===== src/design/rpna_pkg.sv =====
// ----------------------------------------------------------------------------
// rpna_pkg
// Shared types, constants and helpers for the radix-p number to ASCII block.
// ----------------------------------------------------------------------------
package rpna_pkg;

    localparam int INT_BITS        = 31;
    localparam int FRACTION_BITS   = 32;
    localparam int INT_DIGITS_MAX  = 32;
    localparam int INT_IDX_W       = 5;
    localparam int INT_CNT_W       = 6;
    localparam int DIV_BITS        = 32;
    localparam int DIV_BITS_CYCLE  = 8;
    localparam int DIV_STEPS       = DIV_BITS / DIV_BITS_CYCLE;
    localparam int CFG_W           = 5;
    localparam int CHAR_W          = 7;
    localparam int DIGIT_W         = 4;
    localparam int IN_TDATA_W      = 64;
    localparam int OUT_TDATA_W     = 8;

    localparam logic [CFG_W-1:0]  RADIX_MIN   = 5'd2;
    localparam logic [CFG_W-1:0]  RADIX_MAX   = 5'd16;
    localparam logic [CFG_W-1:0]  RADIX_RST   = 5'd10;
    localparam logic [CFG_W-1:0]  MAX_FRAC_RST = 5'd8;

    localparam logic [CHAR_W-1:0] CH_MINUS    = 7'h2D;
    localparam logic [CHAR_W-1:0] CH_POINT    = 7'h2E;
    localparam logic [CHAR_W-1:0] CH_ZERO     = 7'd48;
    localparam logic [CHAR_W-1:0] CH_ALPHA_OFS = 7'd55;

    // register indexes on the config port
    typedef enum logic {
        REG_RADIX    = 1'b0,
        REG_MAX_FRAC = 1'b1
    } t_reg_idx;

    typedef enum logic [2:0] {
        ST_IDLE,
        ST_IDIV,
        ST_FMUL,
        ST_SIGN,
        ST_INT,
        ST_POINT,
        ST_FRAC
    } t_state;

    typedef struct packed {
        logic                     show_minus;
        logic [INT_BITS-1:0]      mag;
        logic [FRACTION_BITS-1:0] frac;
    } t_item;

    function automatic logic [CHAR_W-1:0] digit_char(input logic [DIGIT_W-1:0] d);
        logic [CHAR_W-1:0] dx;
        dx = {3'b000, d};
        return (d <= 4'd9) ? (dx + CH_ZERO) : (dx + CH_ALPHA_OFS);
    endfunction

endpackage


===== src/design/rpna_front.sv =====
// ----------------------------------------------------------------------------
// rpna_front
// Accepts number words, classifies the sign and holds them in a two-entry
// queue ahead of the conversion engine.
// ----------------------------------------------------------------------------
module rpna_front (
    input  logic                                i_clk,
    input  logic                                i_rst_n,
    input  logic                                i_valid,
    output logic                                o_ready,
    input  logic                                i_neg,
    input  logic [rpna_pkg::INT_BITS-1:0]       i_mag,
    input  logic [rpna_pkg::FRACTION_BITS-1:0]  i_frac,
    output logic                                o_valid,
    input  logic                                i_ready,
    output rpna_pkg::t_item                     o_item
);

    rpna_pkg::t_item r_q [2];
    logic            r_wptr, n_wptr;
    logic            r_rptr, n_rptr;
    logic [1:0]      r_count, n_count;
    rpna_pkg::t_item w_item;
    logic            w_push, w_pop;

    // minus only for a nonzero value: negative zero prints as "0"
    always_comb begin
        w_item.show_minus = i_neg && ((i_mag != '0) || (i_frac != '0));
        w_item.mag        = i_mag;
        w_item.frac       = i_frac;
    end

    assign o_ready = (r_count != 2'd2);
    assign o_valid = (r_count != 2'd0);
    assign o_item  = r_q[r_rptr];
    assign w_push  = i_valid && o_ready;
    assign w_pop   = o_valid && i_ready;

    always_comb begin
        n_wptr  = w_push ? ~r_wptr : r_wptr;
        n_rptr  = w_pop ? ~r_rptr : r_rptr;
        n_count = r_count + {1'b0, w_push} - {1'b0, w_pop};
    end

    always_ff @(posedge i_clk) begin
        if (!i_rst_n) begin
            r_wptr  <= 1'b0;
            r_rptr  <= 1'b0;
            r_count <= 2'd0;
        end else begin
            r_wptr  <= n_wptr;
            r_rptr  <= n_rptr;
            r_count <= n_count;
        end
    end

    always_ff @(posedge i_clk) begin
        if (w_push) begin
            r_q[r_wptr] <= w_item;
        end
    end

endmodule


===== src/design/rpna_back.sv =====
// ----------------------------------------------------------------------------
// rpna_back
// Conversion engine: integer digits by serial division (8 bits a cycle),
// fraction digits by one multiply a cycle, then characters to an output word
// register.
// ----------------------------------------------------------------------------
module rpna_back #(
    parameter int FRACTION_DIGITS_MAX = 24,
    parameter int FCW = 5,
    parameter int FIW = 5
) (
    input  logic                              i_clk,
    input  logic                              i_rst_n,
    input  logic [rpna_pkg::CFG_W-1:0]        i_base,
    input  logic [FCW-1:0]                    i_limit,
    input  logic                              i_valid,
    output logic                              o_ready,
    input  rpna_pkg::t_item                   i_item,
    output logic                              o_valid,
    input  logic                              i_ready,
    output logic [rpna_pkg::CHAR_W-1:0]       o_char,
    output logic                              o_last
);

    localparam int PW = rpna_pkg::FRACTION_BITS + rpna_pkg::CFG_W;

    rpna_pkg::t_state                          r_state, n_state;
    logic [rpna_pkg::DIV_BITS-1:0]             r_sh, n_sh;
    logic [rpna_pkg::DIGIT_W-1:0]              r_rem, n_rem;
    logic [1:0]                                r_step, n_step;
    logic [rpna_pkg::INT_CNT_W-1:0]            r_nint, n_nint;
    logic [rpna_pkg::INT_IDX_W-1:0]            r_pos, n_pos;
    logic [rpna_pkg::FRACTION_BITS-1:0]        r_wf, n_wf;
    logic [FCW-1:0]                            r_nfrac, n_nfrac;
    logic [FCW-1:0]                            r_keep, n_keep;
    logic [FCW-1:0]                            r_fpos, n_fpos;
    logic                                      r_minus, n_minus;
    logic [rpna_pkg::DIGIT_W-1:0]              r_istore [rpna_pkg::INT_DIGITS_MAX];
    logic [rpna_pkg::DIGIT_W-1:0]              r_fstore [FRACTION_DIGITS_MAX];
    logic                                      r_out_valid;
    logic [rpna_pkg::CHAR_W-1:0]               r_out_char;
    logic                                      r_out_last;

    logic                                      w_out_free;
    logic                                      w_emit;
    logic [rpna_pkg::CHAR_W-1:0]               w_char;
    logic                                      w_last;
    logic [rpna_pkg::DIV_BITS_CYCLE-1:0]       w_qbits;
    logic [rpna_pkg::DIGIT_W-1:0]              w_rem;
    logic [rpna_pkg::DIV_BITS-1:0]             w_sh_next;
    logic                                      w_div_done;
    logic                                      w_frac_done;
    logic [PW-1:0]                             w_prod;
    logic [rpna_pkg::DIGIT_W-1:0]              w_fdigit;
    logic                                      w_istore_we;
    logic                                      w_fstore_we;

    assign w_out_free = !r_out_valid || i_ready;
    assign o_ready    = (r_state == rpna_pkg::ST_IDLE);

    // eight restoring steps on a remainder below the radix
    always_comb begin
        logic [rpna_pkg::DIGIT_W:0] t;
        w_rem   = r_rem;
        w_qbits = '0;
        for (int k = 0; k < rpna_pkg::DIV_BITS_CYCLE; k++) begin
            t = {w_rem, r_sh[rpna_pkg::DIV_BITS-1-k]};
            if (t >= i_base) begin
                w_qbits[rpna_pkg::DIV_BITS_CYCLE-1-k] = 1'b1;
                w_rem = rpna_pkg::DIGIT_W'(t - i_base);
            end else begin
                w_rem = t[rpna_pkg::DIGIT_W-1:0];
            end
        end
    end

    assign w_sh_next  = {r_sh[rpna_pkg::DIV_BITS-rpna_pkg::DIV_BITS_CYCLE-1:0], w_qbits};
    assign w_div_done = (r_step == 2'(rpna_pkg::DIV_STEPS - 1));
    assign w_prod     = PW'(r_wf) * PW'(i_base);
    assign w_fdigit   = w_prod[rpna_pkg::FRACTION_BITS +: rpna_pkg::DIGIT_W];
    assign w_frac_done = (r_wf == '0) || (r_nfrac >= i_limit);

    // next state
    always_comb begin
        n_state = r_state;
        case (r_state)
            rpna_pkg::ST_IDLE: begin
                if (i_valid) n_state = rpna_pkg::ST_IDIV;
            end
            rpna_pkg::ST_IDIV: begin
                if (w_div_done && (w_sh_next == '0)) n_state = rpna_pkg::ST_FMUL;
            end
            rpna_pkg::ST_FMUL: begin
                if (w_frac_done) n_state = r_minus ? rpna_pkg::ST_SIGN : rpna_pkg::ST_INT;
            end
            rpna_pkg::ST_SIGN: begin
                if (w_out_free) n_state = rpna_pkg::ST_INT;
            end
            rpna_pkg::ST_INT: begin
                if (w_out_free && (r_pos == '0)) begin
                    n_state = (r_keep != '0) ? rpna_pkg::ST_POINT : rpna_pkg::ST_IDLE;
                end
            end
            rpna_pkg::ST_POINT: begin
                if (w_out_free) n_state = rpna_pkg::ST_FRAC;
            end
            rpna_pkg::ST_FRAC: begin
                if (w_out_free && (r_fpos == r_keep - 1'b1)) n_state = rpna_pkg::ST_IDLE;
            end
            default: n_state = rpna_pkg::ST_IDLE;
        endcase
    end

    // datapath and outputs
    always_comb begin
        n_sh        = r_sh;
        n_rem       = r_rem;
        n_step      = r_step;
        n_nint      = r_nint;
        n_pos       = r_pos;
        n_wf        = r_wf;
        n_nfrac     = r_nfrac;
        n_keep      = r_keep;
        n_fpos      = r_fpos;
        n_minus     = r_minus;
        w_emit      = 1'b0;
        w_char      = rpna_pkg::CH_ZERO;
        w_last      = 1'b0;
        w_istore_we = 1'b0;
        w_fstore_we = 1'b0;
        case (r_state)
            rpna_pkg::ST_IDLE: begin
                if (i_valid) begin
                    n_sh    = {1'b0, i_item.mag};
                    n_rem   = '0;
                    n_step  = '0;
                    n_nint  = '0;
                    n_wf    = i_item.frac;
                    n_nfrac = '0;
                    n_keep  = '0;
                    n_minus = i_item.show_minus;
                end
            end
            rpna_pkg::ST_IDIV: begin
                n_sh  = w_sh_next;
                n_rem = w_rem;
                n_step = r_step + 2'd1;
                if (w_div_done) begin
                    w_istore_we = 1'b1;
                    n_nint = r_nint + 1'b1;
                    n_rem  = '0;
                    n_step = '0;
                end
            end
            rpna_pkg::ST_FMUL: begin
                n_pos = rpna_pkg::INT_IDX_W'(r_nint - 1'b1);
                if (!w_frac_done) begin
                    w_fstore_we = 1'b1;
                    n_wf    = w_prod[rpna_pkg::FRACTION_BITS-1:0];
                    n_nfrac = r_nfrac + 1'b1;
                    if (w_fdigit != '0) n_keep = r_nfrac + 1'b1;
                end
            end
            rpna_pkg::ST_SIGN: begin
                w_emit = w_out_free;
                w_char = rpna_pkg::CH_MINUS;
            end
            rpna_pkg::ST_INT: begin
                w_emit = w_out_free;
                w_char = rpna_pkg::digit_char(r_istore[r_pos]);
                w_last = (r_pos == '0) && (r_keep == '0);
                if (w_out_free && (r_pos != '0)) n_pos = r_pos - 1'b1;
            end
            rpna_pkg::ST_POINT: begin
                w_emit = w_out_free;
                w_char = rpna_pkg::CH_POINT;
                n_fpos = '0;
            end
            rpna_pkg::ST_FRAC: begin
                w_emit = w_out_free;
                w_char = rpna_pkg::digit_char(r_fstore[r_fpos[FIW-1:0]]);
                w_last = (r_fpos == r_keep - 1'b1);
                if (w_out_free) n_fpos = r_fpos + 1'b1;
            end
            default: begin
                w_emit = 1'b0;
            end
        endcase
    end

    always_ff @(posedge i_clk) begin
        if (!i_rst_n) begin
            r_state     <= rpna_pkg::ST_IDLE;
            r_out_valid <= 1'b0;
            r_step      <= '0;
            r_nint      <= '0;
            r_nfrac     <= '0;
            r_keep      <= '0;
            r_pos       <= '0;
            r_fpos      <= '0;
            r_minus     <= 1'b0;
            r_sh        <= '0;
            r_rem       <= '0;
            r_wf        <= '0;
        end else begin
            r_state <= n_state;
            r_step  <= n_step;
            r_nint  <= n_nint;
            r_nfrac <= n_nfrac;
            r_keep  <= n_keep;
            r_pos   <= n_pos;
            r_fpos  <= n_fpos;
            r_minus <= n_minus;
            r_sh    <= n_sh;
            r_rem   <= n_rem;
            r_wf    <= n_wf;
            if (w_emit) begin
                r_out_valid <= 1'b1;
            end else if (i_ready) begin
                r_out_valid <= 1'b0;
            end
        end
    end

    always_ff @(posedge i_clk) begin
        if (w_emit) begin
            r_out_char <= w_char;
            r_out_last <= w_last;
        end
        if (w_istore_we) begin
            r_istore[r_nint[rpna_pkg::INT_IDX_W-1:0]] <= w_rem;
        end
        if (w_fstore_we) begin
            r_fstore[r_nfrac[FIW-1:0]] <= w_fdigit;
        end
    end

    assign o_valid = r_out_valid;
    assign o_char  = r_out_char;
    assign o_last  = r_out_last;

    a_rem_below_base: assert property (@(posedge i_clk) disable iff (!i_rst_n)
        (r_state == rpna_pkg::ST_IDIV) |-> ({1'b0, r_rem} < i_base))
        else $error("division remainder not below radix");

    a_pos_in_range: assert property (@(posedge i_clk) disable iff (!i_rst_n)
        (r_state == rpna_pkg::ST_INT) |-> ({1'b0, r_pos} < r_nint))
        else $error("integer digit index beyond stored digits");

    a_keep_bound: assert property (@(posedge i_clk) disable iff (!i_rst_n)
        (r_state == rpna_pkg::ST_FMUL) |-> ((r_keep <= r_nfrac) && (r_nfrac <= i_limit)))
        else $error("fraction digit counts out of order");

    a_last_ends: assert property (@(posedge i_clk) disable iff (!i_rst_n)
        (w_emit && w_last) |=> (r_state == rpna_pkg::ST_IDLE))
        else $error("engine busy after final character");

endmodule


===== src/design/radix_p_number_to_ascii.sv =====
// ----------------------------------------------------------------------------
// radix_p_number_to_ascii
// Converts a sign, integer magnitude and Q0.32 fraction into base-p ASCII text.
// ----------------------------------------------------------------------------
// flow: the serial divider yields the integer digits, one multiply per fraction
//   digit follows, then the characters go out through the output register
// rate: 8 quotient bits a cycle in the divider and one character a cycle while the
//   output is not stalled; a new number starts only once the engine is idle
// reset: synchronous active low; radix 10, 8 fraction digits, queue empty
//   digit stores hold no reset value
module radix_p_number_to_ascii #(
    parameter int FRACTION_DIGITS_MAX = 24
) (
    input  logic                                  i_clk,
    input  logic                                  i_rst_n,
    input  logic                                  i_cfg_wr_en,
    input  logic                                  i_cfg_idx,
    input  logic [rpna_pkg::CFG_W-1:0]            i_cfg_wdata,
    input  logic                                  i_s_tvalid,
    output logic                                  o_s_tready,
    // negative flag [0], integer_magnitude [31:1], fraction_bits [63:32]
    input  logic [rpna_pkg::IN_TDATA_W-1:0]       i_s_tdata,
    output logic                                  o_m_tvalid,
    input  logic                                  i_m_tready,
    // character [6:0], zero [7]
    output logic [rpna_pkg::OUT_TDATA_W-1:0]      o_m_tdata,
    output logic                                  o_m_tlast
);

    localparam int FCW = $clog2(FRACTION_DIGITS_MAX + 1);
    localparam int FIW = (FRACTION_DIGITS_MAX > 1) ? $clog2(FRACTION_DIGITS_MAX) : 1;

    logic [rpna_pkg::CFG_W-1:0]  r_radix;
    logic [rpna_pkg::CFG_W-1:0]  r_max_frac;
    logic [rpna_pkg::CFG_W-1:0]  w_base;
    logic [FCW-1:0]              w_limit;
    logic                        w_q_valid;
    logic                        w_q_ready;
    rpna_pkg::t_item             w_q_item;
    logic [rpna_pkg::CHAR_W-1:0] w_char;

    always_ff @(posedge i_clk) begin
        if (!i_rst_n) begin
            r_radix    <= rpna_pkg::RADIX_RST;
            r_max_frac <= rpna_pkg::MAX_FRAC_RST;
        end else if (i_cfg_wr_en) begin
            case (i_cfg_idx)
                rpna_pkg::REG_RADIX:    r_radix    <= i_cfg_wdata;
                rpna_pkg::REG_MAX_FRAC: r_max_frac <= i_cfg_wdata;
                default: r_radix <= r_radix;
            endcase
        end
    end

    assign w_base = (r_radix < rpna_pkg::RADIX_MIN) ? rpna_pkg::RADIX_MIN :
                    (r_radix > rpna_pkg::RADIX_MAX) ? rpna_pkg::RADIX_MAX : r_radix;
    assign w_limit = (r_max_frac > rpna_pkg::CFG_W'(FRACTION_DIGITS_MAX)) ?
                     FCW'(FRACTION_DIGITS_MAX) : FCW'(r_max_frac);

    rpna_front u_front (
        .i_clk   (i_clk),
        .i_rst_n (i_rst_n),
        .i_valid (i_s_tvalid),
        .o_ready (o_s_tready),
        .i_neg   (i_s_tdata[0]),
        .i_mag   (i_s_tdata[rpna_pkg::INT_BITS:1]),
        .i_frac  (i_s_tdata[rpna_pkg::IN_TDATA_W-1:rpna_pkg::INT_BITS+1]),
        .o_valid (w_q_valid),
        .i_ready (w_q_ready),
        .o_item  (w_q_item)
    );

    rpna_back #(
        .FRACTION_DIGITS_MAX (FRACTION_DIGITS_MAX),
        .FCW                 (FCW),
        .FIW                 (FIW)
    ) u_back (
        .i_clk   (i_clk),
        .i_rst_n (i_rst_n),
        .i_base  (w_base),
        .i_limit (w_limit),
        .i_valid (w_q_valid),
        .o_ready (w_q_ready),
        .i_item  (w_q_item),
        .o_valid (o_m_tvalid),
        .i_ready (i_m_tready),
        .o_char  (w_char),
        .o_last  (o_m_tlast)
    );

    assign o_m_tdata = {1'b0, w_char};

endmodule

===== config.mk =====
export PLATFORM = sky130hd
export DESIGN_NAME = radix_p_number_to_ascii
export DESIGN_NICKNAME = d
export VERILOG_FILES = /design/src/design/rpna_pkg.sv /design/src/design/rpna_front.sv /design/src/design/rpna_back.sv /design/src/design/radix_p_number_to_ascii.sv
export SDC_FILE = /design/constraint.sdc
export NUM_CORES = 1
export LEC_CHECK = 0
export BUFFER_PORTS_ARGS = -buffer_cell sky130_fd_sc_hd__buf_4
export CAP_MARGIN = 20
export CORE_MARGIN = 2
export CORE_UTILIZATION = 35
export CTS_CLUSTER_SIZE = 16
export DETAILED_ROUTE_END_ITERATION = 8
export SETUP_SLACK_MARGIN = 0.15
export SYNTH_ARGS = -nofsm -noshare
export SYNTH_HDL_FRONTEND = slang
export SYNTH_SLANG_ARGS = --single-unit

===== constraint.sdc =====
create_clock -name i_clk -period 18.1 [get_ports i_clk]
set_input_delay 1.81 -clock i_clk [delete_from_list [all_inputs] [get_ports i_clk]]
set_output_delay 1.81 -clock i_clk [all_outputs]
set_load 0.02 [all_outputs]

* Yosys cells after proc, flatten, opt, wreduce, memory -nomap -nowiden *
Memory sizes are Yosys's and may differ from the RTL's. A register that Yosys moved wholly into a read port is not among the register bits.
Index checks and enable logic that the tools add are counted.

operators by class
  $add $sub $neg = 21
  $mul = 1
  eq/ne operators = 21
  reduce and logical (&&, ||, !) cells = 39
  shift-type cells = 0
  multiplexer cells = 76
  divide/modulo/power cells = 0
  magnitude comparators = 14
  bitwise operators = 3

operators by type and width
  operator               number
  $pmux W32 S2           2
  $mux W32               3
  $mux W5                13
  $logic_not A32 Y1      2
  $ge A5 B5 Y1           9
  $mux W4                10
  $pmux W5 S2            4
  $mul A32 B5 Y36        1
  $reduce_bool A32 Y1    1
  $sub A4 B4 Y4          8
  $reduce_bool A31 Y1    1
  $add A4 B6 Y7 const B  4
  $pmux W7 S4            1
  $mux W3                9
  $mux W1                23
  $ne A2 B1 Y1 const B   11
  $pmux W3 S7            1
  $sub A5 B1 Y5 const B  3
  $mux W7                2
  $mux W6                2
  $pmux W6 S2            1
  $reduce_and A2 Y1      6
  $reduce_bool A2 Y1     6
  $add A5 B1 Y5 const B  2
  other kinds (29)       50

word-level totals
  memories kept = 3
  RAM bits = 352
  bits in read-only memories = 0
  register bits = 123
  latch bits = 0
  word-level logic and storage cells = 197

memory list
  memory           depth  width  read ports  clocked after Yosys merged registers in  write ports  line              text
  u_back.r_istore  32     4      1           1                                        1            rpna_back.sv:38   logic [rpna_pkg::DIGIT_W-1:0] r_istore [rpna_pkg::INT_DIGITS_MAX];
  u_front.r_q      2      64     1           1                                        1            rpna_front.sv:19  rpna_pkg::t_item r_q [2];
  u_back.r_fstore  24     4      1           1                                        1            rpna_back.sv:39   logic [rpna_pkg::DIGIT_W-1:0] r_fstore [FRACTION_DIGITS_MAX];

* Longest topological paths before layout *
  depth after elaboration = 23
  mapped depth = 66
  gate-level depth less buffers = 59

* Hierarchy *
Synthesis repeated with hierarchy kept, for this count alone.

unflattened totals
  cell total of the unflattened synthesis = 2,233
  area total of the unflattened synthesis = 26,494.2 um^2

by module, submodules not included
  module                   seq. area each (um^2)  instances  cells each  area an instance (um^2)
  rpna_back                9,168.8                1          1,930       21,011.4
  rpna_front               3,943.8                1          246         4,976.0
  radix_p_number_to_ascii  200.2                  1          57          506.7

* Worst setup path before layout *
No wires, ideal clock.

  path kind = reg2reg
  start point = register r_radix[4] in the netlist's numbering
  end point = memory u_back.r_istore[0][0] in the netlist's numbering (data pin)
  period minus slack after synthesis = 13,345 ps
  setup slack = 4,755 ps
  data arrival time = 12,961 ps
  stages on the path, launching flop included = 63
  cells stage by stage = dfxtp_1 -> clkbuf_1 -> nor2_1 -> clkbuf_1 -> inv_1 -> ha_1 -> a21o_1 -> a21o_1 -> a21o_1 -> a21o_1 -> clkbuf_1 -> mux2_2 -> inv_1 -> ha_1 -> a21o_1 -> a21o_1 -> a21o_1 -> a21o_1 -> (+27 left out) -> nand2b_1 -> clkbuf_1 -> mux2i_1 -> ha_1 -> nor2b_1 -> o21ai_0 -> a31oi_1 -> o21ai_0 -> nand2b_1 -> clkbuf_1 -> mux2i_1 -> ha_1 -> a21o_1 -> a21o_1 -> a21o_1 -> a21o_1 -> clkbuf_1 -> a21oi_1

between the ends
  word-level cells in the longest chain between the ends = 19

ends and longest elaborated chain
  element                                        line                              text
  from (decl)                                    radix_p_number_to_ascii.sv:33     logic [rpna_pkg::CFG_W-1:0] r_radix;
  from (signal assigned)                         radix_p_number_to_ascii.sv:44     r_radix <= rpna_pkg::RADIX_RST;
  from (signal assigned)                         radix_p_number_to_ascii.sv:48     rpna_pkg::REG_RADIX: r_radix <= i_cfg_wdata;
  from (signal assigned)                         radix_p_number_to_ascii.sv:50     default: r_radix <= r_radix;
  $gt A5 B5 Y1                                   radix_p_number_to_ascii.sv:56     (r_radix > rpna_pkg::RADIX_MAX) ? rpna_pkg::RADIX_MAX : r_radix;
  $mux W5                                        radix_p_number_to_ascii.sv:56
  $mux W5 (*)                                    radix_p_number_to_ascii.sv:55     assign w_base = (r_radix < rpna_pkg::RADIX_MIN) ? rpna_pkg::RADIX_MIN :
  $sub A4 B4 Y4 or $ge A5 B5 Y1 (tied branches)  rpna_back.sv:70, rpna_back.sv:68
  $mux W4                                        rpna_back.sv:68                   if (t >= i_base) begin
  $sub A4 B4 Y4 or $ge A5 B5 Y1 (tied branches)  rpna_back.sv:70, rpna_back.sv:68
  $mux W4                                        rpna_back.sv:68
  $sub A4 B4 Y4 or $ge A5 B5 Y1 (tied branches)  rpna_back.sv:70, rpna_back.sv:68
  (+4 left out)                                  --
  $mux W4                                        rpna_back.sv:68
  $sub A4 B4 Y4 or $ge A5 B5 Y1 (tied branches)  rpna_back.sv:70, rpna_back.sv:68
  $mux W4                                        rpna_back.sv:68
  $sub A4 B4 Y4 or $ge A5 B5 Y1 (tied branches)  rpna_back.sv:70, rpna_back.sv:68
  $mux W4                                        rpna_back.sv:68
  $ge A5 B5 Y1                                   rpna_back.sv:68
  $mux W4 (*)                                    rpna_back.sv:68
  named net u_back.w_rem, one bit                rpna_back.sv:49                   logic [rpna_pkg::DIGIT_W-1:0] w_rem;
  to (decl)                                      rpna_back.sv:38

Mark *: on every way through the listed nets, which the timed path passes. The rest lies on a longest branch.

* Worst setup path after layout *
  start point = register r_radix[4] in the netlist's numbering
  end point = memory u_back.r_istore[2][3] in the netlist's numbering (data pin)

between the ends
  word-level cells in the longest chain between the ends = 19

ends and longest elaborated chain
  element                                        line
  $gt A5 B5 Y1                                   radix_p_number_to_ascii.sv:56
  $mux W5                                        radix_p_number_to_ascii.sv:56
  $mux W5 (*)                                    radix_p_number_to_ascii.sv:55
  $sub A4 B4 Y4 or $ge A5 B5 Y1 (tied branches)  rpna_back.sv:70, rpna_back.sv:68
  $mux W4                                        rpna_back.sv:68
  $sub A4 B4 Y4 or $ge A5 B5 Y1 (tied branches)  rpna_back.sv:70, rpna_back.sv:68
  $mux W4                                        rpna_back.sv:68
  $sub A4 B4 Y4 or $ge A5 B5 Y1 (tied branches)  rpna_back.sv:70, rpna_back.sv:68
  (+4 left out)                                  --
  $mux W4                                        rpna_back.sv:68
  $sub A4 B4 Y4 or $ge A5 B5 Y1 (tied branches)  rpna_back.sv:70, rpna_back.sv:68
  $mux W4                                        rpna_back.sv:68
  $sub A4 B4 Y4 or $ge A5 B5 Y1 (tied branches)  rpna_back.sv:70, rpna_back.sv:68
  $mux W4                                        rpna_back.sv:68
  $sub A4 B4 Y4 or $ge A5 B5 Y1 (tied branches)  rpna_back.sv:70, rpna_back.sv:68
  $mux W4 (*)                                    rpna_back.sv:68
  named net u_back.w_rem, one bit                rpna_back.sv:49

Marks and branches as above.

==> results.sh <==
export IMPL_busiest_layer="met2"
export IMPL_yosysTopAreaCell="edfxtp_1"
export IMPL_startpoint_type="register"
export IMPL_start_util=0.354
export IMPL_gr_usage_all_layers=0.161
export IMPL_yosysSeqAreaShare=0.504
export IMPL_rsz0062_at_grt="false"
export IMPL_drtPass1Iterations=7
export IMPL_hp_class="reg2reg"
export IMPL_fmax_ghz=0.0689
export IMPL_drtAntennaViolNets=0
export IMPL_routedWlPerCell_um=19.0
export IMPL_area_delta_synth_final_pct=13.0
export IMPL_post_dp_cell_area_um2=28000
export IMPL_ioPinCount=86
export IMPL_cts_resized=0
export IMPL_cts_tree="yes"
export IMPL_regToRegEndpoint="u_back.r_istore[2][3]"
export IMPL_num_rows=100
export IMPL_postCtsHoldBufs=0
export IMPL_yosys_warnings=0
export IMPL_slew_viol_final=0
export IMPL_crit_type="reg2reg"
export IMPL_cp_end_kind="register"
export IMPL_gp_congestion=0.884
export IMPL_reg2reg_depth=55
export IMPL_syn_area_per_cell_um2=11.9
export IMPL_synth_nets=2506
export IMPL_synth_edff_count=360
export IMPL_arrival_ns=14.77
export IMPL_slew_headroom=0.289
export IMPL_die_area_um2=77600
export IMPL_fin_skew_ns=0.0174
export IMPL_slowest_delay_ns=0.82
export IMPL_min_period_ns=14.51
export IMPL_cap_violations=0
export IMPL_via_count=17300
export IMPL_n_antenna_cell=0
export IMPL_die_height_um=279
export IMPL_grt_util_met3=0.0259
export IMPL_grt_pass1_wl_mm=99.4
export IMPL_postRouteWirelength_mm=62.7
export IMPL_syn_inst=2227
export IMPL_synth_top_cell_area_share=0.410
export IMPL_async_flop_share=0
export IMPL_portBuffers=84
export IMPL_clk_latency_ns=0.61
export IMPL_cts_sinks=485
export IMPL_die_width_um=279
export IMPL_setup_viol=0
export IMPL_critPathBufInv=3
export IMPL_overflow=0
export IMPL_cts_buffers=52
export IMPL_final_nets=2561
export IMPL_viasPerCell=5.24
export IMPL_htree_levels=2
export IMPL_drtIter0Drc=1256
export IMPL_path_clk_slew_ns=0.06
export IMPL_synthTopCellsByArea="edfxtp_1 (41%), dfxtp_1 (9.5%), fa_1 (7.4%)"
export IMPL_ys_ff_latch=485
export IMPL_antenna_found_initial=1
export IMPL_crit_top_cell="a21o_1"
export IMPL_post_route_util=0.400
export IMPL_fin_area_um2=29800
export IMPL_path_max_fanout=32
export IMPL_hp_start="u_back.r_sh[25]"
export IMPL_worstPathRequired_ns=18.35
export IMPL_cts_path_max_buffers=3
export IMPL_r2r_start="r_radix[4]"
export IMPL_holdPathEnd="u_back.r_sh[25]"
export IMPL_met1_usage=0.232
export IMPL_r2r_slack_ns=3.59
export IMPL_cts_root_buf="clkbuf_16"
export IMPL_drc=0
export IMPL_critical_path_top_delay_family="compound AO/OA/AOI/OAI gates"
export IMPL_grt_max_degree=73
export IMPL_cts_setup_buffers=0
export IMPL_status="completed"
export IMPL_hold_viol_final=0
export IMPL_use_met2=0.255
export IMPL_worst_pin_slew_ns=1.07
export IMPL_fill_cells=7000
export IMPL_grt_pass1_vias=17400
export IMPL_syn_cell_area_um2=26400
export IMPL_slowest_stage="o21a_1"
export IMPL_yosys_top_cells_count="edfxtp_1 (360), nand2_1 (287), nor2_1 (158), dfxtp_1 (125)"
export IMPL_yosysUniqueCellTypes=81
export IMPL_tns_ns=0
export IMPL_drive_gt1_frac=0.135
export IMPL_whs_path_depth=2
export IMPL_finalCritPeriodShare=0.802
export IMPL_synth_flop_cell="edfxtp_1"
export IMPL_post_dp_hpwl_mm=44.3
export IMPL_core_area_um2=74600
export IMPL_synth_most_common_cell="edfxtp_1"
## per-stage QoR
stage | hold slack (ns) | instances | setup WS, ns
after floorplan | 0.432 | 2227 | 4.76
after global placement | 0.446 | 3197 | 4.11
after detailed placement | 0.448 | 3197 | 3.54
after CTS | 0.459 | 3294 | 3.48
after global routing | 0.478 | 3294 | 2.28
final | 0.457 | 3294 | 3.59
## worst reg2reg max path, delay by kind of cell (launching register included)
kind | cells | cell delay [ns]
DFF | 1 | 0.72
muxes | 6 | 2.12
AOI/OAI and AO/OA | 33 | 6.98
adders and majority gates | 8 | 2.48
and+or+nand+nor | 5 | 0.84
buffers and inverters | 3 | 1.02
## routing by layer
metal	vias up	share of wire
met5	-	0
met4	0	0.017
met3	81	0.052
met1	8564	0.48
li1	8180	-
met2	436	0.45
## kinds of logic (layout without fill, tap and decap cells)
logic type / count (synthesis) / count (layout) / share of synthesized area
AOI/OAI and AO/OA: 367 / 367 / 0.0932
xor gates and xnor gates: 68 / 68 / 0.0226
adders and majority gates: 204 / 204 / 0.124
buffers and inverters: 231 / 329 / 0.0338
DFF: 485 / 485 / 0.504
muxes: 178 / 178 / 0.101
other: 1 / 1 / 0.000142
and+or+nand+nor: 693 / 693 / 0.121
## placed cells by master, fill, tap and decap left out, types with 31 or more instances in the layout
master	synthesis	final
buf_4	1	109
a21oi_1	122	121
nor2_1	158	154
nand3_1	34	34
o211ai_1	61	61
fa_1	97	97
xnor2_1	37	36
nand2_1	287	286
o21ai_0	48	48
inv_1	122	122
xor2_1	31	31
and2_1	72	72
dfxtp_1	125	123
clkbuf_16	0	54
mux4_2	68	68
mux2i_1	89	89
edfxtp_1	360	360
a21o_1	44	44
ha_1	107	107
nor4_1	33	33
## flip-flops by register name (all words and copies together), names as in the netlist, 7 cells and up, named ones only
signal / cells
u_back.o_char: 7
u_back.r_fstore: 96
u_back.r_istore: 128
u_back.r_sh: 32
u_back.r_wf: 32
u_front.r_q: 128
## area by class of cell
type / instances / area, µm² / share of cell area
flip-flops and latches: 485 / 13300 / 0.446
multi-input cells: 1511 / 12200 / 0.410
clock buffers: 68 / 1430 / 0.0481
well taps: 969 / 1210 / 0.0406
repair buffers: 109 / 818 / 0.0274
inverters: 123 / 462 / 0.0155
clock inverters: 29 / 363 / 0.0122
## worst max-delay path by stage
stage | cells past startpoint | slack [ns] | to | start
2_1_floorplan | 62 | 4.76 | u_back.r_istore[0][0] | r_radix[4]
3_3_place_gp | 55 | 4.11 | u_back.r_istore[16][3] | r_radix[4]
3_5_place_dp | 55 | 3.54 | u_back.r_istore[18][3] | r_radix[4]
4_1_cts | 55 | 3.48 | u_back.r_istore[14][3] | r_radix[4]
5_1_grt | 55 | 2.28 | u_back.r_istore[19][3] | r_radix[4]
6_report | 55 | 3.59 | u_back.r_istore[2][3] | r_radix[4]
Power is left out: the tool's default activity adds up to more than one toggle a clock period on the data nets, which glitch-free logic cannot reach.
